===== src/hsvrgb_pkg.sv =====
package hsvrgb_pkg;

    localparam int unsigned HUE_PER_SECTOR = 3840;
    localparam int unsigned HUE_LIMIT      = 23040;
    localparam int unsigned FULL_SCALE     = 255;

    // floor(x / 255) for x below 2^16 is exact as (x * LOW_RECIP) >> LOW_SHIFT.
    localparam int unsigned LOW_RECIP = 65794;
    localparam int unsigned LOW_SHIFT = 24;

    // floor(a / 3825) for a below 2^20 is exact as (a * MID_RECIP) >> MID_SHIFT.
    localparam longint unsigned MID_RECIP = 64'd2245735;
    localparam int unsigned     MID_SHIFT = 33;

    typedef enum logic [2:0] {
        SEC_RED_YELLOW    = 3'd0,
        SEC_YELLOW_GREEN  = 3'd1,
        SEC_GREEN_CYAN    = 3'd2,
        SEC_CYAN_BLUE     = 3'd3,
        SEC_BLUE_MAGENTA  = 3'd4,
        SEC_MAGENTA_RED   = 3'd5
    } sector_t;

    typedef struct packed {
        sector_t     sector;
        logic [11:0] ramp;
        logic [15:0] vs;
        logic [15:0] vns;
        logic [7:0]  bright;
    } prep_t;

    typedef struct packed {
        sector_t     sector;
        logic [7:0]  bright;
        logic [7:0]  low;
        logic [19:0] num_hi;
    } scale_t;

    typedef struct packed {
        sector_t    sector;
        logic [7:0] bright;
        logic [7:0] low;
        logic [7:0] mid;
    } mix_t;

    function automatic logic [14:0] sector_base(input sector_t sector);
        logic [14:0] base;
        case (sector)
            SEC_RED_YELLOW:   base = 15'd0;
            SEC_YELLOW_GREEN: base = 15'(HUE_PER_SECTOR);
            SEC_GREEN_CYAN:   base = 15'(2 * HUE_PER_SECTOR);
            SEC_CYAN_BLUE:    base = 15'(3 * HUE_PER_SECTOR);
            SEC_BLUE_MAGENTA: base = 15'(4 * HUE_PER_SECTOR);
            SEC_MAGENTA_RED:  base = 15'(5 * HUE_PER_SECTOR);
            default:          base = 15'(5 * HUE_PER_SECTOR);
        endcase
        return base;
    endfunction

endpackage


===== src/hsvrgb_prep.sv =====
module hsvrgb_prep
    import hsvrgb_pkg::*;
(
    input  logic        clk,
    input  logic        rst_n,
    input  logic        en,
    input  logic        valid_in,
    input  logic [14:0] hue,
    input  logic [7:0]  saturation,
    input  logic [7:0]  brightness,
    output logic        valid_out,
    output prep_t       data_out
);

    logic        valid_reg;
    prep_t       data_reg;
    prep_t       data_next;
    logic [14:0] hue_clamped;
    logic [2:0]  sector_count;
    sector_t     sector;
    logic [14:0] offset;
    logic [11:0] offset_low;

    always_comb
    begin
        hue_clamped = (hue > 15'(HUE_LIMIT)) ? 15'(HUE_LIMIT) : hue;
        sector_count = 3'(hue_clamped >= 15'(HUE_PER_SECTOR))
                     + 3'(hue_clamped >= 15'(2 * HUE_PER_SECTOR))
                     + 3'(hue_clamped >= 15'(3 * HUE_PER_SECTOR))
                     + 3'(hue_clamped >= 15'(4 * HUE_PER_SECTOR))
                     + 3'(hue_clamped >= 15'(5 * HUE_PER_SECTOR));
        sector = sector_t'(sector_count);
        offset = hue_clamped - sector_base(sector);
        offset_low = offset[11:0];

        data_next.sector = sector;
        data_next.ramp   = sector_count[0] ? (12'(HUE_PER_SECTOR) - offset_low) : offset_low;
        data_next.vs     = {8'd0, brightness} * {8'd0, saturation};
        data_next.vns    = {8'd0, brightness} * {8'd0, 8'(FULL_SCALE) - saturation};
        data_next.bright = brightness;
    end

    always_ff @(posedge clk or negedge rst_n)
    begin
        if (!rst_n)
        begin
            valid_reg <= 1'b0;
        end
        else if (en)
        begin
            valid_reg <= valid_in;
        end
    end

    always_ff @(posedge clk)
    begin
        if (en)
        begin
            data_reg <= data_next;
        end
    end

    assign valid_out = valid_reg;
    assign data_out  = data_reg;

endmodule


===== src/hsvrgb_scale.sv =====
module hsvrgb_scale
    import hsvrgb_pkg::*;
(
    input  logic   clk,
    input  logic   rst_n,
    input  logic   en,
    input  logic   valid_in,
    input  prep_t  data_in,
    output logic   valid_out,
    output mix_t   data_out,
    output logic   low_valid,
    output scale_t low_data
);

    logic        scale_valid_reg;
    scale_t      scale_reg;
    scale_t      scale_next;
    logic        mix_valid_reg;
    mix_t        mix_reg;
    mix_t        mix_next;
    logic [27:0] ramp_prod;
    logic [27:0] grey_part;
    logic [27:0] numerator;
    logic [32:0] low_prod;
    logic [41:0] mid_prod;

    // The blended channel is floor(N / (255 * 3840)); the low byte of N is
    // dropped first, leaving a division by 3825 done with a reciprocal.
    always_comb
    begin
        ramp_prod = 28'(data_in.vs) * 28'(data_in.ramp);
        grey_part = (28'(data_in.vns) << 12) - (28'(data_in.vns) << 8);
        numerator = ramp_prod + grey_part;
        low_prod  = 33'(data_in.vns) * 33'(LOW_RECIP);

        scale_next.sector = data_in.sector;
        scale_next.bright = data_in.bright;
        scale_next.low    = low_prod[LOW_SHIFT +: 8];
        scale_next.num_hi = numerator[27:8];
    end

    always_comb
    begin
        mid_prod = 42'(scale_reg.num_hi) * 42'(MID_RECIP);

        mix_next.sector = scale_reg.sector;
        mix_next.bright = scale_reg.bright;
        mix_next.low    = scale_reg.low;
        mix_next.mid    = mid_prod[MID_SHIFT +: 8];
    end

    always_ff @(posedge clk or negedge rst_n)
    begin
        if (!rst_n)
        begin
            scale_valid_reg <= 1'b0;
            mix_valid_reg   <= 1'b0;
        end
        else if (en)
        begin
            scale_valid_reg <= valid_in;
            mix_valid_reg   <= scale_valid_reg;
        end
    end

    always_ff @(posedge clk)
    begin
        if (en)
        begin
            scale_reg <= scale_next;
            mix_reg   <= mix_next;
        end
    end

    assign valid_out = mix_valid_reg;
    assign data_out  = mix_reg;
    assign low_valid = scale_valid_reg;
    assign low_data  = scale_reg;

endmodule


===== src/hsvrgb_route.sv =====
module hsvrgb_route
    import hsvrgb_pkg::*;
(
    input  logic       clk,
    input  logic       rst_n,
    input  logic       en,
    input  logic       valid_in,
    input  mix_t       data_in,
    output logic       valid_out,
    output logic [7:0] red,
    output logic [7:0] green,
    output logic [7:0] blue
);

    logic       valid_reg;
    logic [7:0] red_reg;
    logic [7:0] green_reg;
    logic [7:0] blue_reg;
    logic [7:0] red_next;
    logic [7:0] green_next;
    logic [7:0] blue_next;

    always_comb
    begin
        case (data_in.sector)
            SEC_RED_YELLOW:
            begin
                red_next   = data_in.bright;
                green_next = data_in.mid;
                blue_next  = data_in.low;
            end
            SEC_YELLOW_GREEN:
            begin
                red_next   = data_in.mid;
                green_next = data_in.bright;
                blue_next  = data_in.low;
            end
            SEC_GREEN_CYAN:
            begin
                red_next   = data_in.low;
                green_next = data_in.bright;
                blue_next  = data_in.mid;
            end
            SEC_CYAN_BLUE:
            begin
                red_next   = data_in.low;
                green_next = data_in.mid;
                blue_next  = data_in.bright;
            end
            SEC_BLUE_MAGENTA:
            begin
                red_next   = data_in.mid;
                green_next = data_in.low;
                blue_next  = data_in.bright;
            end
            default:
            begin
                red_next   = data_in.bright;
                green_next = data_in.low;
                blue_next  = data_in.mid;
            end
        endcase
    end

    always_ff @(posedge clk or negedge rst_n)
    begin
        if (!rst_n)
        begin
            valid_reg <= 1'b0;
        end
        else if (en)
        begin
            valid_reg <= valid_in;
        end
    end

    always_ff @(posedge clk)
    begin
        if (en)
        begin
            red_reg   <= red_next;
            green_reg <= green_next;
            blue_reg  <= blue_next;
        end
    end

    assign valid_out = valid_reg;
    assign red       = red_reg;
    assign green     = green_reg;
    assign blue      = blue_reg;

endmodule


===== src/hsv_to_rgb_converter_top.sv =====
// Channel   Valid         Stall         Payload
// input     pixel_valid   pixel_stall   hue[14:0], saturation[7:0], brightness[7:0]
// output    rgb_valid     rgb_stall     red[7:0], green[7:0], blue[7:0]
//
// One pixel is accepted per cycle while rgb_stall does not hold the pipeline; its result reaches the output
// through the four register stages: sector and products, blend numerator, reciprocal divide,
// and channel ordering into the output register.
// Reset clears only the stage valid bits.
// A stall on the output freezes every stage at once, so pixel_stall follows rgb_stall
// while the output holds a transfer.
module hsv_to_rgb_converter_top
    import hsvrgb_pkg::*;
(
    input  logic        clk,
    input  logic        rst_n,
    input  logic        pixel_valid,
    output logic        pixel_stall,
    input  logic [14:0] hue,
    input  logic [7:0]  saturation,
    input  logic [7:0]  brightness,
    output logic        rgb_valid,
    input  logic        rgb_stall,
    output logic [7:0]  red,
    output logic [7:0]  green,
    output logic [7:0]  blue
);

    logic   en;
    logic   prep_valid;
    prep_t  prep_data;
    logic   mix_valid;
    mix_t   mix_data;
    logic   low_valid;
    scale_t low_data;

    assign en          = !(rgb_valid && rgb_stall);
    assign pixel_stall = !en;

    hsvrgb_prep u_prep (
        .clk        (clk),
        .rst_n      (rst_n),
        .en         (en),
        .valid_in   (pixel_valid),
        .hue        (hue),
        .saturation (saturation),
        .brightness (brightness),
        .valid_out  (prep_valid),
        .data_out   (prep_data)
    );

    hsvrgb_scale u_scale (
        .clk       (clk),
        .rst_n     (rst_n),
        .en        (en),
        .valid_in  (prep_valid),
        .data_in   (prep_data),
        .valid_out (mix_valid),
        .data_out  (mix_data),
        .low_valid (low_valid),
        .low_data  (low_data)
    );

    hsvrgb_route u_route (
        .clk       (clk),
        .rst_n     (rst_n),
        .en        (en),
        .valid_in  (mix_valid),
        .data_in   (mix_data),
        .valid_out (rgb_valid),
        .red       (red),
        .green     (green),
        .blue      (blue)
    );

    assert property (@(posedge clk) disable iff (!rst_n)
        prep_valid |-> (prep_data.ramp <= 12'(HUE_PER_SECTOR)))
        else $error("hue ramp exceeds one sector");

    assert property (@(posedge clk) disable iff (!rst_n)
        low_valid |-> (low_data.low <= low_data.bright))
        else $error("minimum channel exceeds brightness");

    assert property (@(posedge clk) disable iff (!rst_n)
        mix_valid |-> (mix_data.mid >= mix_data.low && mix_data.mid <= mix_data.bright))
        else $error("blended channel outside its bounds");

    assert property (@(posedge clk) disable iff (!rst_n)
        (prep_valid && pixel_stall) |=> (prep_valid && $stable(prep_data)))
        else $error("first stage changed during a stall");

endmodule


===== config.mk =====
export PLATFORM = sky130hd
export DESIGN_NAME = hsv_to_rgb_converter_top
export DESIGN_NICKNAME = d
export VERILOG_FILES = /design/src/hsvrgb_pkg.sv /design/src/hsvrgb_prep.sv /design/src/hsvrgb_scale.sv /design/src/hsvrgb_route.sv /design/src/hsv_to_rgb_converter_top.sv
export SDC_FILE = /design/constraint.sdc
export NUM_CORES = 1
export LEC_CHECK = 0
export ABC_CLOCK_PERIOD_IN_PS = 11300
export BUFFER_PORTS_ARGS = -buffer_cell sky130_fd_sc_hd__buf_4
export CORE_MARGIN = 10
export CORE_UTILIZATION = 55
export CTS_BUF_LIST = sky130_fd_sc_hd__clkbuf_4
export CTS_CLUSTER_DIAMETER = 200
export CTS_CLUSTER_SIZE = 14
export DETAILED_ROUTE_END_ITERATION = 10
export GPL_TIMING_DRIVEN = 1
export PLACE_DENSITY_LB_ADDON = 0.2
export SLEW_MARGIN = 20
export SYNTH_ARGS = -nofsm -noshare
export SYNTH_HDL_FRONTEND = slang
export SYNTH_SLANG_ARGS = --single-unit

===== constraint.sdc =====
create_clock -name clk -period 11.3 [get_ports clk]
set_input_delay 1.695 -clock clk [delete_from_list [all_inputs] [get_ports clk]]
set_output_delay 1.695 -clock clk [all_outputs]
set_load 0.01 [all_outputs]

* Yosys cells after proc, flatten, opt, wreduce, memory -nomap -nowiden
Index checks and enable logic that the tools add are counted.
** Operators by class
- Mux-type cells :: 6
- Multipliers :: 5
- $lt $le $gt $ge :: 6
- Add/subtract/negate cells :: 9
- Equal/unequal tests :: 8
- Reductions and logical operators :: 9
** Operator list (number)
- 12-bit case mux with 5 select lines :: 1
- 8-bit case mux with 2 select lines :: 3
- 20-bit by 22-bit multiplier with 41-bit output, second input constant :: 1
- 8-bit by 8-bit multiplier with 16-bit output :: 2
- 16-bit by 16-bit multiplier with 31-bit output, second input constant :: 1
- 15-bit by 14-bit greater-or-equal comparator with 1-bit output, second input constant :: 2
- 28-bit adder :: 1
- 16-bit by 12-bit multiplier with 28-bit output :: 1
- 28-bit by 24-bit subtractor with 28-bit output :: 1
- 15-bit by 12-bit greater-or-equal comparator with 1-bit output, second input constant :: 1
- 15-bit by 13-bit greater-or-equal comparator with 1-bit output, second input constant :: 1
- 15-bit greater-or-equal comparator, second input constant :: 1
- 15-bit > comparator, second input constant :: 1
- 15-bit two-way mux :: 1
- 3-bit by 2-bit equality test with 1-bit output, second input constant :: 4
- 12-bit two-way mux :: 1
- 2-bit OR reduction :: 6
- 12-bit subtractor :: 1
- 12-bit subtractor, first input constant :: 1
- 3-bit by 1-bit adder with 3-bit output :: 3
- 8-bit subtractor, first input constant :: 1
- 3-bit by 1-bit equality test with 1-bit output, second input constant :: 2
- 3-bit equality test, second input constant :: 2
- 3-bit zero test :: 2
- 2 further kinds :: 2
** Word-level totals
- Logic and storage cells :: 63
- Output and inout port bits :: 26
- Input port bits :: 35
- Flip-flop bits (word level) :: 149

* Logic depth before layout (Yosys ltp)
Gate-level depths: netlist of run 1.
- Word-level depth :: 12
- Mapped depth :: 22
- Depth with buffers taken out :: 21

* Cells and area by module
From an unflattened synthesis of run 1, not the netlist that was laid out.
** Second synthesis, totals
- Cells, all modules :: 2455
- Area, all modules :: 24452.2 um^2
** Modules (own cells, without submodules)
- hsvrgb_scale :: times used 1, area each 16291.9 um^2, cells each 1642, sequential area each 2031.9 um^2
- hsvrgb_prep :: times used 1, area each 6590.1 um^2, cells each 659, sequential area each 1676.6 um^2
- hsvrgb_route :: times used 1, area each 1560.2 um^2, cells each 152, sequential area each 745.7 um^2
- hsv_to_rgb_converter_top :: times used 1, area each 10.0 um^2, cells each 2, sequential area each 0.0 um^2

* Worst setup path after synthesis of run 1
No wires, ideal clock.
- Kind :: input to output
- Start :: in rgb_stall
- End :: out pixel_stall
- Buffers on the path :: 0
- Slack :: 4332 ps
- Required time :: 9605 ps
- Arrival :: 5273 ps
- Stages :: 2
- Cells stage by stage :: nand2_1 inv_1
** Between the ends
- Longest elaborated chain between the ends :: 1
** Ends and longest elaborated chain
- from (decl) :: RTL line hsv_to_rgb_converter_top.sv:22 : input logic rgb_stall,
- 1-bit logical AND :: RTL line hsv_to_rgb_converter_top.sv:36 : assign en = !(rgb_valid && rgb_stall);
- to (decl) :: RTL line hsv_to_rgb_converter_top.sv:17 : output logic pixel_stall,
No other way between the ends.

* Final worst setup path of run 1
- Start :: reg u_scale.scale_reg, in the netlist u_scale.low_data[17]
- End :: reg u_scale.mix_reg, in the netlist u_scale.data_out[7], data pin
** Between the ends
- Longest elaborated chain between the ends :: 1
** Ends and longest elaborated chain
- from (decl) :: RTL line hsvrgb_scale.sv:16 : scale_t scale_reg;
- from (signal assigned) :: RTL line hsvrgb_scale.sv:70 : scale_reg <= scale_next;
- 20-bit by 22-bit multiplier with 41-bit output :: RTL line hsvrgb_scale.sv:44 : mid_prod = 42'(scale_reg.num_hi) * 42'(MID_RECIP);
- named net u_scale.mid_prod[40] :: RTL line hsvrgb_scale.sv:25 : logic [41:0] mid_prod;
- to (signal assigned) :: RTL line hsvrgb_scale.sv:71 : mix_reg <= mix_next;
- to (decl) :: RTL line hsvrgb_scale.sv:19 : mix_t mix_reg;
The timed path passes the listed nets, and every way through them passes these cells.
A chain may end at the register's enable or synchronous reset.

==> out/qor.csv, run 1 <==
metric;value;unit
Nets;3146;
mapped cell area;23900;um^2
Final Hold Fails;0;
CTS tree;yes;
pre-CTS setup slack;5.12;ns
overall die width;228;um
total CTS buffers;17;
crit path launch type;flip-flop;
Vias;16000;
worst path buffer plus inverter count;2;
minimum clock period;6.21;ns
Post-synth EDFFs;145;
setup slack, reg-to-reg;5.09;ns
Placer Congestion;0.906;
area of the multi-input gates;17300;um^2
FMAX;0.161;GHz
Largest stage delay, worst path;0.60;ns
clock buffer depth;2;
setup violators final;0;
Worst Tran Pin Value;1.01;ns
P&R area growth vs syn;5.30;%
H-tree depth;4;
Async S/R FF share, synth;2.68;%
# IOs;61;
Synthesized Nets;3127;
initial antenna violation count;1;
crit path cell chain;fa_1 > inv_1 > fa_1 > inv_1 > fa_1 > fa_1 > fa_1 > fa_1 > fa_1 > ha_1 > a21oi_1 > o21ai_0 > nor2_1 > o21ai_0 > a211o_1 > o31a_1 > o311ai_0;
number of I/O port buffers;60;
CTS Hold Bufs;0;
Post-DRT Antenna Nets;0;
clock slew seen by the registers of the worst setup and hold paths;0.16;ns
Rows;76;
Post-DP HPWL;43900;um
routed wire length;52300;um
Top FF cell, synth;edfxtp_1;
# fillers;3806;
Req. time, crit path;11.75;ns
RSZ-0062 raised after global routing;false;
Critical Path Source;u_scale.low_data[17]$_DFFE_PN_;
final clock skew;0.0317;ns
Worst setup endpoint;u_scale.data_out[7]$_DFFE_PN_;
number of global-route vias before repair;17200;
final routed DRC violation total;0;
library cells used by synthesis;69;
total grt overflow;0;
setup slack after layout;5.09;ns
Slew HR;31.9;%
vias per cell;5.42;
first-pass GRT wire length;87100;um
max reg flops;55;
max cap viols;0;
CP max FO;8;
CP Capture Type;flip-flop;
reg2reg path depth;17;
WP data arrival;6.66;ns
Setup TNS;0;ns
initial DRC count;956;
hold depth;0;
Hold Crit Class;reg2reg;
sequential area share after synthesis;18.7;%
Die Ht;228;um
Top Family by Delay on Critical Path;adder cells;
Cells after Synth;2337;
routed len/inst;17.7;um
synthesis warning total;0;
Initial Util;55.5;%
CP most frequent cell;fa_1;
largest net degree at the start of global routing;78;
Tcrit/Tclk final;55.0;%
register area;4450;um^2
RR Startpoint;u_scale.low_data[17]$_DFFE_PN_;
core area;43000;um^2
Worst-Skew Late Latency;0.65;ns
root buffer cell;clkbuf_4;
max-slew violation count;0;
die area;52100;um^2
FF-to-FF End;u_scale.data_out[7]$_DFFE_PN_;
GRT Total Usage;20.6;%
CTS resizes;0;
post-CTS setup buffer count;0;
Critical Path Stages;17;
Slowest-stage cell, CP;fa_1;
clock sink count;149;
outcome;finished clean;
Synth Register Bits;149;
layout cells sized above 1;4.77;%
crit path kind;reg2reg;
post-synthesis average cell area;10.2;um^2
DR pass1 iterations;5;
[worst register-to-register path: cells and delay by family, from the launching register on]
kind	cells	cell delay [ns]
flops	1	0.59
fa+ha+maj	8	3.83
compound gates	6	1.36
buf+inv	2	0.10
simple gates	1	0.13
[cells in the mapped netlist, types with 24 or more instances]
cell type / n / area, um^2
nand2b_1: 43 / 269
a21o_1: 27 / 203
and2_1: 99 / 619
clkbuf_1: 59 / 221
nor2_1: 38 / 143
o22ai_1: 24 / 150
inv_1: 494 / 1850
edfxtp_1: 145 / 4350
nand2_1: 205 / 769
a21oi_1: 69 / 345
o21ai_0: 43 / 215
xnor2_1: 60 / 526
nor2b_1: 46 / 288
mux2i_1: 24 / 240
fa_1: 348 / 6970
ha_1: 407 / 5090
[layer usage]
metal  track usage, %  share of wire (%)  vias to the layer above
met5                0                  0                        -
li1                 -                  -                     7609
met1             26.5                 44                     7992
met2             35.9                 50                      332
met4             6.39                2.5                        0
met3             2.41                3.4                       71
[how the worst min path moves through the flow]
stage	start	to	slack [ns]
after detailed placement	u_scale.low_data[30]$_DFFE_PN_	u_scale.data_out[18]$_DFFE_PN_	0.41
after CTS	u_scale.low_data[20]$_DFFE_PN_	u_scale.data_out[8]$_DFFE_PN_	0.43
final	u_scale.low_data[20]$_DFFE_PN_	u_scale.data_out[8]$_DFFE_PN_	0.43
after global routing	u_scale.low_data[25]$_DFFE_PN_	u_scale.data_out[13]$_DFFE_PN_	0.44
after global placement	u_scale.low_data[30]$_DFFE_PN_	u_scale.data_out[18]$_DFFE_PN_	0.40
after floorplan	u_scale.low_data[22]$_DFFE_PN_	u_scale.data_out[10]$_DFFE_PN_	0.40
[metrics by stage]
step	cell area, um^2	utilization, %	hold WS, ns	std cells
6_report	25100	58.5	0.428	2955
3_5_place_dp	24800	57.8	0.406	2922
4_1_cts	25100	58.4	0.434	2954
3_3_place_gp	24800	57.8	0.401	2922
5_1_grt	25100	58.5	0.439	2955
2_1_floorplan	23900	-	0.400	2337
[area by class of cell]
| cell class | count | area share [%] |
|---|---|---|
| clock buffer | 17 | 0.508 |
| antenna | 1 | 0.00996 |
| timing repair buffer | 64 | 1.91 |
| inverter | 495 | 7.40 |
| sequential | 149 | 17.7 |
| multi-input combinational | 1629 | 68.9 |
| tap | 585 | 2.91 |
| clock inverter | 15 | 0.633 |
[layout by cell type (no fill, tap or decap), types with 9 or more instances in the layout]
master,n
a21o_1,27
nand3_1,18
and3_1,9
nor2_1,38
clkbuf_4,17
and2_1,99
o21a_1,17
o22ai_1,24
inv_1,494
o21ai_0,43
mux2i_1,24
edfxtp_1,145
buf_4,64
a31oi_1,9
nand2_1,204
xnor2_1,60
a21oi_1,69
nor3_1,16
ha_1,407
xor2_1,11
fa_1,348
nor2b_1,46
nand2b_1,43
[cell families after synthesis]
group                    synth area share [%]
AO/OA/AOI/OAI                            7.63
AND/OR/NAND/NOR                          10.6
buffers and inverters                    8.81
flip-flops                               18.7
adder cells (fa/ha/maj)                  50.5
multiplexers                             1.15
XOR/XNOR                                 2.61
Power of run 1 is not shown: default switching activity piles up to over one toggle a cycle in this logic, so the estimate is an artifact.
==> inputs of run 2 (changes only) <==
- ABC_CLOCK_PERIOD_IN_PS: 11300 -> 5100
- clock period: 11.3 -> 5.1 ns (I/O delays scaled with it)
==> run 2 against run 1 <==
Compared with the run above:
- worst setup slack got worse by 5.7 ns
- via count grew 7.2%
- fmax up 9.3%
- cell area is 12% higher
- utilization is 7.1 points higher
- clock skew is 0.019 ns higher
- worst hold slack worse by 0.17 ns
- routed wire length increased by 11%
- register-to-register slack lost 5.7 ns
- critical path depth grew 3
- non-clock buffer count up 255
- cell count is 8.7% higher
- the flow now finishes with violations (negative setup slack)
- largest cell class unchanged
==> out/qor.csv, run 2 (synthesis gave the netlist of run 1 again) <==
metric;value;unit
number of global-route vias before repair;18500;
FMAX;0.176;GHz
Post-DP HPWL;47000;um
Rows;76;
clock sink count;149;
max cap viols;0;
routed len/inst;18.0;um
Die Ht;228;um
CP Capture Type;flip-flop;
largest net degree at the start of global routing;94;
final clock skew;0.0503;ns
wire length on met2;29300;um
H-tree depth;4;
Worst setup endpoint;u_scale.low_data[18]$_DFFE_PN_;
setup violators final;25;
Final Hold Fails;0;
CP most frequent cell;fa_1;
Req. time, crit path;5.56;ns
fin area;28200;um^2
total grt overflow;0;
DR pass1 iterations;5;
WL met3;2260;um
crit path kind;reg2reg;
Critical Path Source;u_prep.data_out[30]$_DFFE_PN_;
Slowest-stage cell, CP;fa_1;
Top Family by Delay on Critical Path;adder cells;
Post-DP Area;26600;um^2
Nets;3401;
number of I/O port buffers;60;
FF-to-FF End;u_scale.low_data[18]$_DFFE_PN_;
most frequent cells in the layout;inv_1, ha_1, fa_1, buf_4, nand2_1;
crit path cell chain;buf_6 > buf_6 > nand2_2 > fa_1 > inv_2 > fa_1 > inv_2 > fa_1 > fa_1 > inv_1 > fa_1 > ha_4 > ha_4 > nand3_2 > o41a_1 > a211o_1 > o211a_4 > nor2_4 > a311oi_2 > xnor2_1;
core area;43000;um^2
RSZ-0062 raised after global routing;true;
initial DRC count;777;
initial antenna violation count;2;
CP max FO;4;
reg2reg path depth;20;
outcome;finished with violations;
GRT Total Usage;22.5;%
setup slack after layout;-0.582;ns
CTS tree;yes;
Tcrit/Tclk final;111;%
overall die width;228;um
minimum clock period;5.68;ns
failing checks;negative setup slack;
Post-DRT Antenna Nets;0;
root buffer cell;clkbuf_4;
Vias;17200;
die area;52100;um^2
crit path launch type;flip-flop;
Slew HR;34.7;%
first-pass GRT wire length;93900;um
Top Metal Used;met4;
Placer Congestion;0.917;
layout cells sized above 1;19.9;%
Worst-Skew Late Latency;0.73;ns
clock buffer depth;2;
commonest non-fill, non-tap cell in the layout;inv_1;
Critical Path Stages;20;
WP data arrival;6.14;ns
RR Startpoint;u_prep.data_out[30]$_DFFE_PN_;
Worst Tran Pin Value;0.979;ns
Hold Crit Class;in2reg;
max-slew violation count;0;
# IOs;61;
Initial Util;55.5;%
WL met1;24700;um
setup slack, reg-to-reg;-0.58;ns
Largest stage delay, worst path;0.55;ns
final routed DRC violation total;0;
clock slew seen by the registers of the worst setup and hold paths;0.18;ns
Setup TNS;-10.38;ns
worst path buffer plus inverter count;5;
max reg flops;55;
routed wire length;57900;um
P&R area growth vs syn;18.1;%
vias per cell;5.34;
total CTS buffers;17;
-- run 2: final cells by class --
type	count	area [um^2]
tap	585	732
clock buffer	17	128
timing repair buffer	319	2590
fill	3451	14800
multi-input combinational	1629	18300
inverter	495	1860
clock inverter	15	160
antenna	2	5.00
sequential	149	4450
-- run 2: how the worst min path moves through the flow --
stage                                endpoint  slack [ns]  depth (start not counted)                            from
2_1_floorplan  u_scale.data_out[10]$_DFFE_PN_        0.40                          0  u_scale.low_data[22]$_DFFE_PN_
3_3_place_gp   u_scale.low_data[38]$_DFFE_PN_        0.40                          0   u_prep.data_out[54]$_DFFE_PN_
3_5_place_dp   u_scale.data_out[10]$_DFFE_PN_        0.40                          0  u_scale.low_data[22]$_DFFE_PN_
4_1_cts          u_prep.valid_out$_DFFE_PN0N_        0.17                          2                     pixel_valid
5_1_grt          u_prep.valid_out$_DFFE_PN0N_        0.21                          2                     pixel_valid
6_report         u_prep.valid_out$_DFFE_PN0N_        0.26                          2                     pixel_valid
-- run 2: timing repair --
action	in CTS	in global routing
resized for setup	69	96
hold buffers	1	0
setup buffers	35	28
pin swaps	41	85
endpoints found under the setup margin	25	26
endpoints found under the hold margin	4	0
-- run 2: metrics by stage --
step / util, % / setup slack [ns] / instances / hold WS [ns]
detailed placement: 62.0 / -0.688 / 3115 / 0.405
CTS: 64.1 / -0.571 / 3183 / 0.169
global placement: 62.0 / -0.634 / 3115 / 0.402
floorplan: - / -0.274 / 2337 / 0.400
finish: 65.6 / -0.582 / 3211 / 0.255
global route: 65.6 / -0.726 / 3211 / 0.214
-- run 2: worst register-to-register path, stage by stage (launching register included) --
cell and delay, ns:
edfxtp_1 0.44, buf_6 0.15, buf_6 0.10, nand2_2 0.05, fa_1 0.56, inv_2 0.04
fa_1 0.54, inv_2 0.05, fa_1 0.47, fa_1 0.49, inv_1 0.05, fa_1 0.53
ha_4 0.22, ha_4 0.27, nand3_2 0.06, o41a_1 0.35, a211o_1 0.35, o211a_4 0.28
nor2_4 0.16, a311oi_2 0.13, xnor2_1 0.14
-- run 2: per-layer routing --
| layer | GRT usage, % | vias up |
|---|---|---|
| li1 | - | 8114 |
| met1 | 27.9 | 8593 |
| met2 | 39.5 | 364 |
| met3 | 3.15 | 90 |
| met4 | 7.87 | 0 |
| met5 | 0 | - |
Power of run 2 is left out for the same reason.
